### config.mk
export PLATFORM = sky130hd
export DESIGN_NAME = segment_hyperplane_intersection
export DESIGN_NICKNAME = d
export VERILOG_FILES = /design/src/rtl/core/shi_pkg.sv /design/src/rtl/core/shi_ram.sv /design/src/rtl/core/shi_div.sv /design/src/rtl/core/shi_scale.sv /design/src/rtl/core/segment_hyperplane_intersection.sv
export VERILOG_INCLUDE_DIRS = /design/src /design/src/rtl/core
export SDC_FILE = /design/constraint.sdc
export NUM_CORES = 2
export LEC_CHECK = 0
export ABC_CLOCK_PERIOD_IN_PS = 17500
export BUFFER_PORTS_ARGS = -buffer_cell sky130_fd_sc_hd__buf_2
export CAP_MARGIN = 20
export CORE_UTILIZATION = 50
export DETAILED_ROUTE_END_ITERATION = 16
export PLACE_DENSITY = 0.75
export SETUP_SLACK_MARGIN = 0.1
export SLEW_MARGIN = 15
export SYNTH_ARGS = -nofsm -noshare
export SYNTH_HDL_FRONTEND = slang
export SYNTH_SLANG_ARGS = --single-unit
### constraint.sdc
create_clock -name clk -period 17.5 [get_ports clk]
set_input_delay 0.875 -clock clk [delete_from_list [all_inputs] [get_ports clk]]
set_output_delay 0.875 -clock clk [all_outputs]
set_load 0.03 [all_outputs]
### src/rtl/core/segment_hyperplane_intersection_assert.svh
// Assertion macros shared by the RTL.
`ifndef SEGMENT_HYPERPLANE_INTERSECTION_ASSERT_SVH
`define SEGMENT_HYPERPLANE_INTERSECTION_ASSERT_SVH

// Same-cycle implication, disabled during reset.
`define SHI_ASSERT_SAME(label, clk, rst_n, ante, cons, msg) \
  label: assert property (@(posedge clk) disable iff (!rst_n) (ante) |-> (cons)) \
    else $error(msg);

// Next-cycle implication, disabled during reset.
`define SHI_ASSERT_NEXT(label, clk, rst_n, ante, cons, msg) \
  label: assert property (@(posedge clk) disable iff (!rst_n) (ante) |=> (cons)) \
    else $error(msg);

`endif

### src/rtl/core/shi_pkg.sv
package shi_pkg;

  localparam int COORD_W     = 16;  // Q8.8 coordinate
  localparam int DIR_W       = 17;  // b - a, one bit wider
  localparam int TOL_W       = 16;
  localparam int PROD_W      = COORD_W + DIR_W;
  localparam int SUM_W       = 40;  // Q24.16 accumulators
  localparam int FRAC_W      = 16;  // alpha fraction bits
  localparam int ALPHA_W     = FRAC_W + 1;
  localparam int MAX_DIM_DEF = 16;

  typedef enum logic [2:0] {
    S_IDLE,
    S_ACC,
    S_MAG,
    S_TEST,
    S_DIV,
    S_EMIT,
    S_DRAIN
  } shi_state_t;

  // tag that rides along the read / scale pipeline
  typedef struct packed {
    logic valid;
    logic last;
  } shi_tag_t;

endpackage

### src/rtl/core/shi_ram.sv
module shi_ram #(
  parameter int WIDTH = 8,
  parameter int DEPTH = 16,
  localparam int AW = (DEPTH > 1) ? $clog2(DEPTH) : 1
) (
  input  logic             clk,
  input  logic             we,
  input  logic [AW-1:0]    waddr,
  input  logic [WIDTH-1:0] wdata,
  input  logic             re,
  input  logic [AW-1:0]    raddr,
  output logic [WIDTH-1:0] rdata
);

  logic [WIDTH-1:0] mem [DEPTH];
  logic [WIDTH-1:0] rdata_r;

  always_ff @(posedge clk) begin
    if (we) begin
      mem[waddr] <= wdata;
    end
    if (re) begin
      rdata_r <= mem[raddr];
    end
  end

  assign rdata = rdata_r;

endmodule

### src/rtl/core/shi_div.sv
module shi_div import shi_pkg::*; (
  input  logic               clk,
  input  logic               rst_n,
  input  logic               start,
  input  logic [SUM_W-1:0]   num,
  input  logic [SUM_W-1:0]   den,
  output logic               done,
  output logic [ALPHA_W-1:0] quot
);

  // restoring division, one quotient bit per cycle, num <= den assumed
  localparam int STEP_W = $clog2(ALPHA_W);

  logic              run_r, run_nxt;
  logic              first_r, first_nxt;
  logic [STEP_W-1:0] step_r, step_nxt;
  logic [SUM_W-1:0]  rem_r, rem_nxt;
  logic [SUM_W-1:0]  den_r, den_nxt;
  logic [ALPHA_W-1:0] q_r, q_nxt;
  logic [SUM_W:0]    trial;
  logic [SUM_W:0]    diff;
  logic              ge;

  assign trial = first_r ? {1'b0, rem_r} : {rem_r, 1'b0};
  assign ge    = trial >= {1'b0, den_r};
  assign diff  = trial - {1'b0, den_r};
  assign done  = run_r && (step_r == '0);
  assign quot  = q_r;

  always_comb begin
    run_nxt   = run_r;
    first_nxt = first_r;
    step_nxt  = step_r;
    rem_nxt   = rem_r;
    den_nxt   = den_r;
    q_nxt     = q_r;
    if (start) begin
      run_nxt   = 1'b1;
      first_nxt = 1'b1;
      step_nxt  = STEP_W'(ALPHA_W - 1);
      rem_nxt   = num;
      den_nxt   = den;
      q_nxt     = '0;
    end else if (run_r) begin
      first_nxt = 1'b0;
      rem_nxt   = ge ? diff[SUM_W-1:0] : trial[SUM_W-1:0];
      q_nxt     = {q_r[ALPHA_W-2:0], ge};
      step_nxt  = step_r - STEP_W'(1);
      if (step_r == '0) begin
        run_nxt = 1'b0;
      end
    end
  end

  always_ff @(posedge clk) begin
    if (!rst_n) begin
      run_r <= 1'b0;
    end else begin
      run_r <= run_nxt;
    end
    first_r <= first_nxt;
    step_r  <= step_nxt;
    rem_r   <= rem_nxt;
    den_r   <= den_nxt;
    q_r     <= q_nxt;
  end

endmodule

### src/rtl/core/shi_scale.sv
module shi_scale import shi_pkg::*; (
  input  logic                      clk,
  input  logic                      rst_n,
  input  logic [ALPHA_W-1:0]        alpha_i,
  input  shi_tag_t                  tag_i,
  input  logic signed [COORD_W-1:0] start_i,
  input  logic signed [DIR_W-1:0]   dir_i,
  output shi_tag_t                  tag_o,
  output logic signed [COORD_W-1:0] coord_o
);

  localparam int SP_W  = ALPHA_W + DIR_W;
  localparam int M_W   = SP_W - FRAC_W;
  localparam int OFF_W = M_W + 1;
  localparam logic [SP_W-1:0] HALF = SP_W'(1) << (FRAC_W - 1);

  logic [DIR_W-1:0]          dir_mag;
  logic [SP_W-1:0]           prod;
  logic [SP_W-1:0]           prod_r;
  logic                      neg_r;
  logic signed [COORD_W-1:0] start_r;
  shi_tag_t                  tag_r;
  logic [SP_W-1:0]           rnd;
  logic signed [OFF_W-1:0]   mag_s;
  logic signed [OFF_W-1:0]   off;
  logic signed [OFF_W-1:0]   sum;

  // stage A: |d| * alpha
  assign dir_mag = dir_i[DIR_W-1] ? DIR_W'(-dir_i) : DIR_W'(dir_i);
  assign prod    = SP_W'(alpha_i) * SP_W'(dir_mag);

  always_ff @(posedge clk) begin
    if (!rst_n) begin
      tag_r <= '0;
    end else begin
      tag_r <= tag_i;
    end
    prod_r  <= prod;
    neg_r   <= dir_i[DIR_W-1];
    start_r <= start_i;
  end

  // stage B: round half away from zero, reapply sign, add start
  assign rnd     = prod_r + HALF;
  assign mag_s   = {1'b0, rnd[SP_W-1:FRAC_W]};
  assign off     = neg_r ? -mag_s : mag_s;
  assign sum     = OFF_W'(start_r) + off;
  assign coord_o = sum[COORD_W-1:0];
  assign tag_o   = tag_r;

endmodule

### src/rtl/core/segment_hyperplane_intersection.sv
// Channel   Handshake          Ports
// -------   ----------------   --------------------------------------------------
// input     start & !busy      in_a_coord in_b_coord in_normal_coord in_point_coord
//                              in_last_element
// result    out_strobe         out_coord out_hit out_dim_error out_last_result
// config    cfg_we             cfg_wdata (parallel_tolerance)
//
// A coordinate word: products are registered at accept, accumulated the next cycle.
// After the last word, S_MAG forms sign and magnitude and S_TEST runs the range
// test; a miss or dim error word is registered out of S_TEST and then strobes.
// On a hit the restoring divider sets the pace, then one coordinate per cycle
// streams out of the a/d RAM through the scale stage to the result register;
// busy drops once the read and scale tags have drained.
// rst_n is synchronous; the a/d RAM needs no clearing, only entries of the
// current vector are read. Results cannot be stalled by the receiver.
`include "segment_hyperplane_intersection_assert.svh"

module segment_hyperplane_intersection import shi_pkg::*; #(
  parameter int MAX_DIM = MAX_DIM_DEF
) (
  input  logic                      clk,
  input  logic                      rst_n,
  input  logic                      start,
  output logic                      busy,
  input  logic signed [COORD_W-1:0] in_a_coord,
  input  logic signed [COORD_W-1:0] in_b_coord,
  input  logic signed [COORD_W-1:0] in_normal_coord,
  input  logic signed [COORD_W-1:0] in_point_coord,
  input  logic                      in_last_element,
  output logic                      out_strobe,
  output logic signed [COORD_W-1:0] out_coord,
  output logic                      out_hit,
  output logic                      out_dim_error,
  output logic                      out_last_result,
  input  logic                      cfg_we,
  input  logic [TOL_W-1:0]          cfg_wdata
);

  localparam int CNT_W  = $clog2(MAX_DIM + 1);
  localparam int ADDR_W = (MAX_DIM > 1) ? $clog2(MAX_DIM) : 1;
  localparam int RAM_W  = COORD_W + DIR_W;
  localparam logic [CNT_W-1:0] MAX_CNT = CNT_W'(MAX_DIM);

  // FSM
  shi_state_t state_r, state_nxt;

  // control from the output decode
  logic accept;
  logic item_ok;
  logic miss;
  logic ram_we;
  logic ram_re;
  logic rd_last;
  logic div_start;
  logic single;
  logic clear;

  // config
  logic [TOL_W-1:0] tol_r;

  // accumulation state
  logic [CNT_W-1:0]         cnt_r, cnt_nxt;
  logic                     ovf_r, ovf_nxt;
  logic signed [SUM_W-1:0]  num_r, num_nxt;
  logic signed [SUM_W-1:0]  den_r, den_nxt;
  logic signed [PROD_W-1:0] pnum_r, pden_r;
  logic                     item_ok_r;
  logic                     last_r;

  // differences of the incoming word
  logic signed [DIR_W-1:0]  diff_pa;
  logic signed [DIR_W-1:0]  diff_ba;

  // range test operands
  logic [SUM_W-1:0] un_r, ud_r;
  logic             num_neg_r, den_neg_r, num_nz_r;

  // emit side
  logic [CNT_W-1:0]          k_r, k_nxt;
  shi_tag_t                  rd_tag_r, rd_tag_nxt;
  shi_tag_t                  sc_tag;
  logic signed [COORD_W-1:0] sc_coord;
  logic [RAM_W-1:0]          ram_rdata;
  logic                      div_done;
  logic [ALPHA_W-1:0]        alpha;

  // result word register
  logic                      out_strobe_r, out_strobe_nxt;
  logic signed [COORD_W-1:0] out_coord_r, out_coord_nxt;
  logic                      out_hit_r, out_hit_nxt;
  logic                      out_err_r, out_err_nxt;
  logic                      out_last_r, out_last_nxt;

  assign diff_pa = DIR_W'(in_point_coord) - DIR_W'(in_a_coord);
  assign diff_ba = DIR_W'(in_b_coord) - DIR_W'(in_a_coord);

  // ---------------------------------------------------------------------------
  // next state
  always_comb begin
    state_nxt = state_r;
    case (state_r)
      S_IDLE: begin
        if (accept) state_nxt = S_ACC;
      end
      S_ACC: begin
        state_nxt = last_r ? S_MAG : S_IDLE;
      end
      S_MAG: begin
        state_nxt = S_TEST;
      end
      S_TEST: begin
        state_nxt = single ? S_IDLE : S_DIV;
      end
      S_DIV: begin
        if (div_done) state_nxt = S_EMIT;
      end
      S_EMIT: begin
        if (rd_last) state_nxt = S_DRAIN;
      end
      S_DRAIN: begin
        if (!rd_tag_r.valid && !sc_tag.valid) state_nxt = S_IDLE;
      end
      default: begin
        state_nxt = S_IDLE;
      end
    endcase
  end

  // ---------------------------------------------------------------------------
  // FSM outputs
  always_comb begin
    busy      = (state_r != S_IDLE);
    accept    = start && !busy;
    item_ok   = cnt_r < MAX_CNT;
    // parallel, alpha < 0, or alpha > 1
    miss      = (ud_r <= SUM_W'(tol_r)) ||
                (num_nz_r && (num_neg_r != den_neg_r)) ||
                (un_r > ud_r);
    ram_we    = accept && item_ok;
    ram_re    = (state_r == S_EMIT);
    rd_last   = (k_r + CNT_W'(1)) == cnt_r;
    single    = (state_r == S_TEST) && (ovf_r || miss);
    div_start = (state_r == S_TEST) && !ovf_r && !miss;
    clear     = single || (ram_re && rd_last);
  end

  // ---------------------------------------------------------------------------
  // datapath next values
  always_comb begin
    cnt_nxt = cnt_r;
    ovf_nxt = ovf_r;
    num_nxt = num_r;
    den_nxt = den_r;
    if (clear) begin
      cnt_nxt = '0;
      ovf_nxt = 1'b0;
      num_nxt = '0;
      den_nxt = '0;
    end else begin
      if (accept && item_ok) cnt_nxt = cnt_r + CNT_W'(1);
      if (accept && !item_ok) ovf_nxt = 1'b1;
      if ((state_r == S_ACC) && item_ok_r) begin
        num_nxt = num_r + SUM_W'(pnum_r);
        den_nxt = den_r + SUM_W'(pden_r);
      end
    end

    k_nxt = k_r;
    if (div_start) begin
      k_nxt = '0;
    end else if (ram_re) begin
      k_nxt = k_r + CNT_W'(1);
    end

    rd_tag_nxt.valid = ram_re;
    rd_tag_nxt.last  = rd_last;

    // one result word: miss/error from the test, or a scaled coordinate
    out_strobe_nxt = single || sc_tag.valid;
    out_coord_nxt  = single ? '0 : sc_coord;
    out_hit_nxt    = !single;
    out_err_nxt    = single && ovf_r;
    out_last_nxt   = single || sc_tag.last;
  end

  // ---------------------------------------------------------------------------
  // registers
  always_ff @(posedge clk) begin
    if (!rst_n) begin
      state_r      <= S_IDLE;
      tol_r        <= '0;
      cnt_r        <= '0;
      ovf_r        <= 1'b0;
      num_r        <= '0;
      den_r        <= '0;
      rd_tag_r     <= '0;
      out_strobe_r <= 1'b0;
    end else begin
      state_r      <= state_nxt;
      if (cfg_we) tol_r <= cfg_wdata;
      cnt_r        <= cnt_nxt;
      ovf_r        <= ovf_nxt;
      num_r        <= num_nxt;
      den_r        <= den_nxt;
      rd_tag_r     <= rd_tag_nxt;
      out_strobe_r <= out_strobe_nxt;
    end
  end

  // payload registers
  always_ff @(posedge clk) begin
    if (accept) begin
      pnum_r    <= PROD_W'(in_normal_coord) * PROD_W'(diff_pa);
      pden_r    <= PROD_W'(in_normal_coord) * PROD_W'(diff_ba);
      item_ok_r <= item_ok;
      last_r    <= in_last_element;
    end
    if (state_r == S_MAG) begin
      un_r      <= num_r[SUM_W-1] ? SUM_W'(-num_r) : SUM_W'(num_r);
      ud_r      <= den_r[SUM_W-1] ? SUM_W'(-den_r) : SUM_W'(den_r);
      num_neg_r <= num_r[SUM_W-1];
      den_neg_r <= den_r[SUM_W-1];
      num_nz_r  <= |num_r;
    end
    k_r         <= k_nxt;
    out_coord_r <= out_coord_nxt;
    out_hit_r   <= out_hit_nxt;
    out_err_r   <= out_err_nxt;
    out_last_r  <= out_last_nxt;
  end

  assign out_strobe      = out_strobe_r;
  assign out_coord       = out_coord_r;
  assign out_hit         = out_hit_r;
  assign out_dim_error   = out_err_r;
  assign out_last_result = out_last_r;

  // ---------------------------------------------------------------------------
  // a / (b - a) store, one word per coordinate
  shi_ram #(
    .WIDTH (RAM_W),
    .DEPTH (MAX_DIM)
  ) u_ram (
    .clk   (clk),
    .we    (ram_we),
    .waddr (cnt_r[ADDR_W-1:0]),
    .wdata ({in_a_coord, diff_ba}),
    .re    (ram_re),
    .raddr (k_r[ADDR_W-1:0]),
    .rdata (ram_rdata)
  );

  // alpha = floor(|num| * 2^16 / |den|)
  shi_div u_div (
    .clk   (clk),
    .rst_n (rst_n),
    .start (div_start),
    .num   (un_r),
    .den   (ud_r),
    .done  (div_done),
    .quot  (alpha)
  );

  // a + round(alpha * d)
  shi_scale u_scale (
    .clk     (clk),
    .rst_n   (rst_n),
    .alpha_i (alpha),
    .tag_i   (rd_tag_r),
    .start_i (ram_rdata[RAM_W-1 -: COORD_W]),
    .dir_i   (ram_rdata[DIR_W-1:0]),
    .tag_o   (sc_tag),
    .coord_o (sc_coord)
  );

  // ---------------------------------------------------------------------------
  // checks
  `SHI_ASSERT_SAME(a_strobe_after_busy, clk, rst_n, out_strobe, $past(busy), "result word without prior busy")
  `SHI_ASSERT_SAME(a_err_word_shape, clk, rst_n, out_strobe && out_dim_error, !out_hit && out_last_result && (out_coord == '0), "malformed dim error word")
  `SHI_ASSERT_SAME(a_ram_in_range, clk, rst_n, ram_we, cnt_r < MAX_CNT, "store write past MAX_DIM")
  `SHI_ASSERT_SAME(a_div_done_in_div, clk, rst_n, div_done, state_r == S_DIV, "divider done outside divide state")
  `SHI_ASSERT_NEXT(a_accept_busy, clk, rst_n, start && !busy, busy, "no busy after accepted word")

endmodule
==> summary.txt <==
Outcome
  – Run status: finished clean

Clock tree
  – Number of hold buffers added after cts: 0
  – Clock-pin slew of the registers on the worst-case setup and hold paths: 0.06 ns
  – Maximum level of the CTS H-tree: 3
  – Longest Clk Path Bufs: 3
  – Clock latency on the worst-skew pair: 0.78 ns
  – CTS buffer count: 99
  – TritonCTS clock tree: done
  – Resize count post-CTS: 0
  – Number of clock sinks: 984
  – Post-CTS setup buffers: 0
  – Clock root cell: clkbuf_16

Synth
  – Share of flip-flops with an asynchronous set or reset: 0%
  – Total of flip-flops plus latches after synthesis: 984
  – Share of the synthesized area in the top cell type: 30.91%
  – Combined area of all synthesized cells: 76950 sq um
  – Synth cell types: 79
  – Main flop type after synthesis: edfxtp_1
  – Number of flops mapped to enable cells by yosys: 792
  – Proportion of synthesized chip area in sequential cells: 35.90%
  – Largest area contributor in the netlist: edfxtp_1
  – Warnings, synthesis: 0
  – Net count after synthesis: 8372
  – Cell types occupying the most area after synthesis: edfxtp_1 31%, fa_1 20%, ha_1 8.0%
  – Dominant cell by count in the synthesized netlist: inv_1
  – Mean cell area of the mapped netlist: 10.97 sq um
  – Instance count of the mapped netlist: 7013
  – Commonest cells in the netlist: 1090 x inv_1, 792 x edfxtp_1, 779 x fa_1

Floorplanning
  – Initial core utilization: 50.54%
  – Die Span X: 394.3 um
  – I/O pin cnt: 106
  – Floorplan row count: 143
  – Placeable core area: 152300 sq um
  – Area enclosed by the die boundary: 155500 sq um
  – Die span in y: 394.3 um

Critical path
  – Data arrival time of the critical path: 10.39 ns
  – Worst Path Class, Setup: input pin to flip-flop
  – Required time at the endpoint of the critical path: 17.93 ns
  – Crit path max fanout: 32
  – Type of origin of the critical path: input pin
  – Cell occurring most often along the worst timing path: fa_1
  – Source of the worst register-to-register timing path: u_ram.rdata[0]$_DFFE_PP_
  – Kind of end point of the critical path: flip-flop
  – Critical path's largest stage delay: 0.88 ns
  – Slowest cell on the critical path: a2111oi_0
  – First element of the critical path: in_a_coord[1]

Detailed routing
  – Starting DRC count in detailed routing: 4287
  – Detailed-route DRC error count: 0
  – Detailed-route vias per instance: 5.740
  – Via count: 52490
  – Final routed wirelength across all metal layers: 191.9 mm
  – Number of detailed-routing iterations run before antenna repair: 6
  – Routed Antenna Nets: 0
  – Routed wire per std cell: 20.99 um

Placement
  – Detailed placement HPWL: 133.1 mm
  – DP Worst Slack: 7.120 ns
  – Gp weighted congestion: 0.9171
  – Port Buffer Count: 105

Layout
  – Share of the core filled with cells in the final layout: 54.65%
  – Total number of nets in the final design: 8383
  – Number of filler instances in the final layout: 12480
  – Area growth from synthesis to layout: 8.145%
  – Layout cells sized above 1: 8.977%

Global route
  – Vias in the first global route: 53600
  – First-pass GRT wire length: 302.0 mm
  – GRT Total Usage: 24.88%
  – GR Overflow Total: 0
  – Pin count of the biggest net entering global routing: 108
  – Antenna violations before repair: 20

STA
  – Final worst clock skew: 0.09568 ns
  – Shortest period the worst path allows: 9.958 ns
  – Slew at the pin closest to its max-slew limit: 1.102 ns
  – Final max-slew violation count: 0
  – Number of hold-slack violations in the final timing report: 0
  – Setup repair after global routing missed its margin: false
  – Max-Slew Margin vs Limit: 26.16%
  – Final WS setup: 7.542 ns
  – Maximum clock frequency: 100.4 MHz
  – Final sum of negative setup slack: 0 ns
  – Count of final setup violators: 0
  – Fraction of the cycle the final worst path needs: 56.90%

Worst hold path
  – Startpoint of the worst hold path: in_last_element
  – Hold crit path type: input pin to flip-flop

Run
  – Number of max-cap violations: 0
-- cells by family (layout without fill, tap and decap cells) --
| family | Yosys count | in the layout | synth area share (%) |
|---|---|---|---|
| compound gates | 916 | 916 | 7.525 |
| xor+xnor | 348 | 348 | 3.961 |
| fa+ha+maj | 1274 | 1274 | 28.32 |
| buf+inv | 1375 | 1469 | 6.709 |
| flops | 984 | 984 | 35.90 |
| mux | 248 | 248 | 5.974 |
| other cells | 0 | 8 | 0 |
| simple gates | 1868 | 1868 | 11.61 |
-- stage by stage --
stage	hold slack, ns	std cells	area (sq um)
after detailed placement	0.3269	8953	79910
after floorplan	0.3233	7013	76950
final	0.3346	9145	83210
after global routing	0.3245	9139	83200
after global placement	0.3259	8953	79910
after CTS	0.2985	9137	83190
-- cells in the final DEF (no fill, tap or decap), drive strengths merged, types with 40 or more instances in the layout --
cell type,instances
a21o,96
o21ai,164
nand2,776
nor3,61
clkbuf,122
clkinv,45
xnor2,263
nand4,42
or3,45
fa,779
mux4,165
mux2,40
edfxtp,792
ha,495
dfxtp,192
buf,193
a21oi,335
xor2,85
nor2,307
mux2i,43
nand3,76
nand2b,59
nor2b,80
inv,1096
and2,296
-- final timing paths --
check | end | slack [ns] | cells after the start
hold reg to reg | u_scale.start_r[15]$_DFF_P_ | 0.34 | 0
setup / recovery | pden_r[32]$_DFFE_PP_ | 7.54 | 32
setup reg to reg | u_scale.prod_r[30]$_DFF_P_ | 9.00 | 28
hold / removal | last_r$_DFFE_PP_ | 0.33 | 1
-- registers in the layout, indices dropped and copies added (netlist names), 3 cells and up --
| name | count |
|---|---|
| cnt_r | 5 |
| den_r | 40 |
| k_r | 5 |
| num_r | 40 |
| out_coord | 16 |
| pden_r | 33 |
| pnum_r | 33 |
| state_r | 3 |
| tol_r | 16 |
| u_div.den_r | 40 |
| u_div.quot | 17 |
| u_div.rem_r | 40 |
| u_div.step_r | 5 |
| u_ram.mem | 528 |
| u_ram.rdata | 33 |
| u_scale.prod_r | 17 |
| u_scale.start_r | 16 |
| ud_r | 40 |
| un_r | 40 |
-- area by class of cell --
class	instances	area, sq um	area share, %
sequential	984	27640	33.21
multi-input combinational	4654	44440	53.41
antenna	8	20.02	0.02406
inverter	1092	4101	4.929
timing repair buffer	193	1199	1.440
tap	2030	2540	3.052
clock inverter	62	690.7	0.8300
clock buffer	122	2584	3.105
-- layer usage --
| layer | GRT usage (%) | part of all wire, % | vias up |
|---|---|---|---|
| li1 | - | - | 23510 |
| met1 | 32.69 | 40 | 26320 |
| met2 | 41.03 | 48 | 2209 |
| met3 | 4.480 | 8.6 | 434 |
| met4 | 9.589 | 4.0 | 8 |
| met5 | 0 | 0.028 | - |
-- critical path: cells and delay by family --
family / cells / cell delay, ns
AOI/OAI and AO/OA: 13 / 4.10
adders and majority gates: 8 / 3.70
buffers and inverters: 6 / 1.02
and+or+nand+nor: 3 / 0.43
xor gates and xnor gates: 2 / 0.23
Power is not shown: default switching activity piles up to over one toggle a cycle in this logic, so the estimate is an artifact.
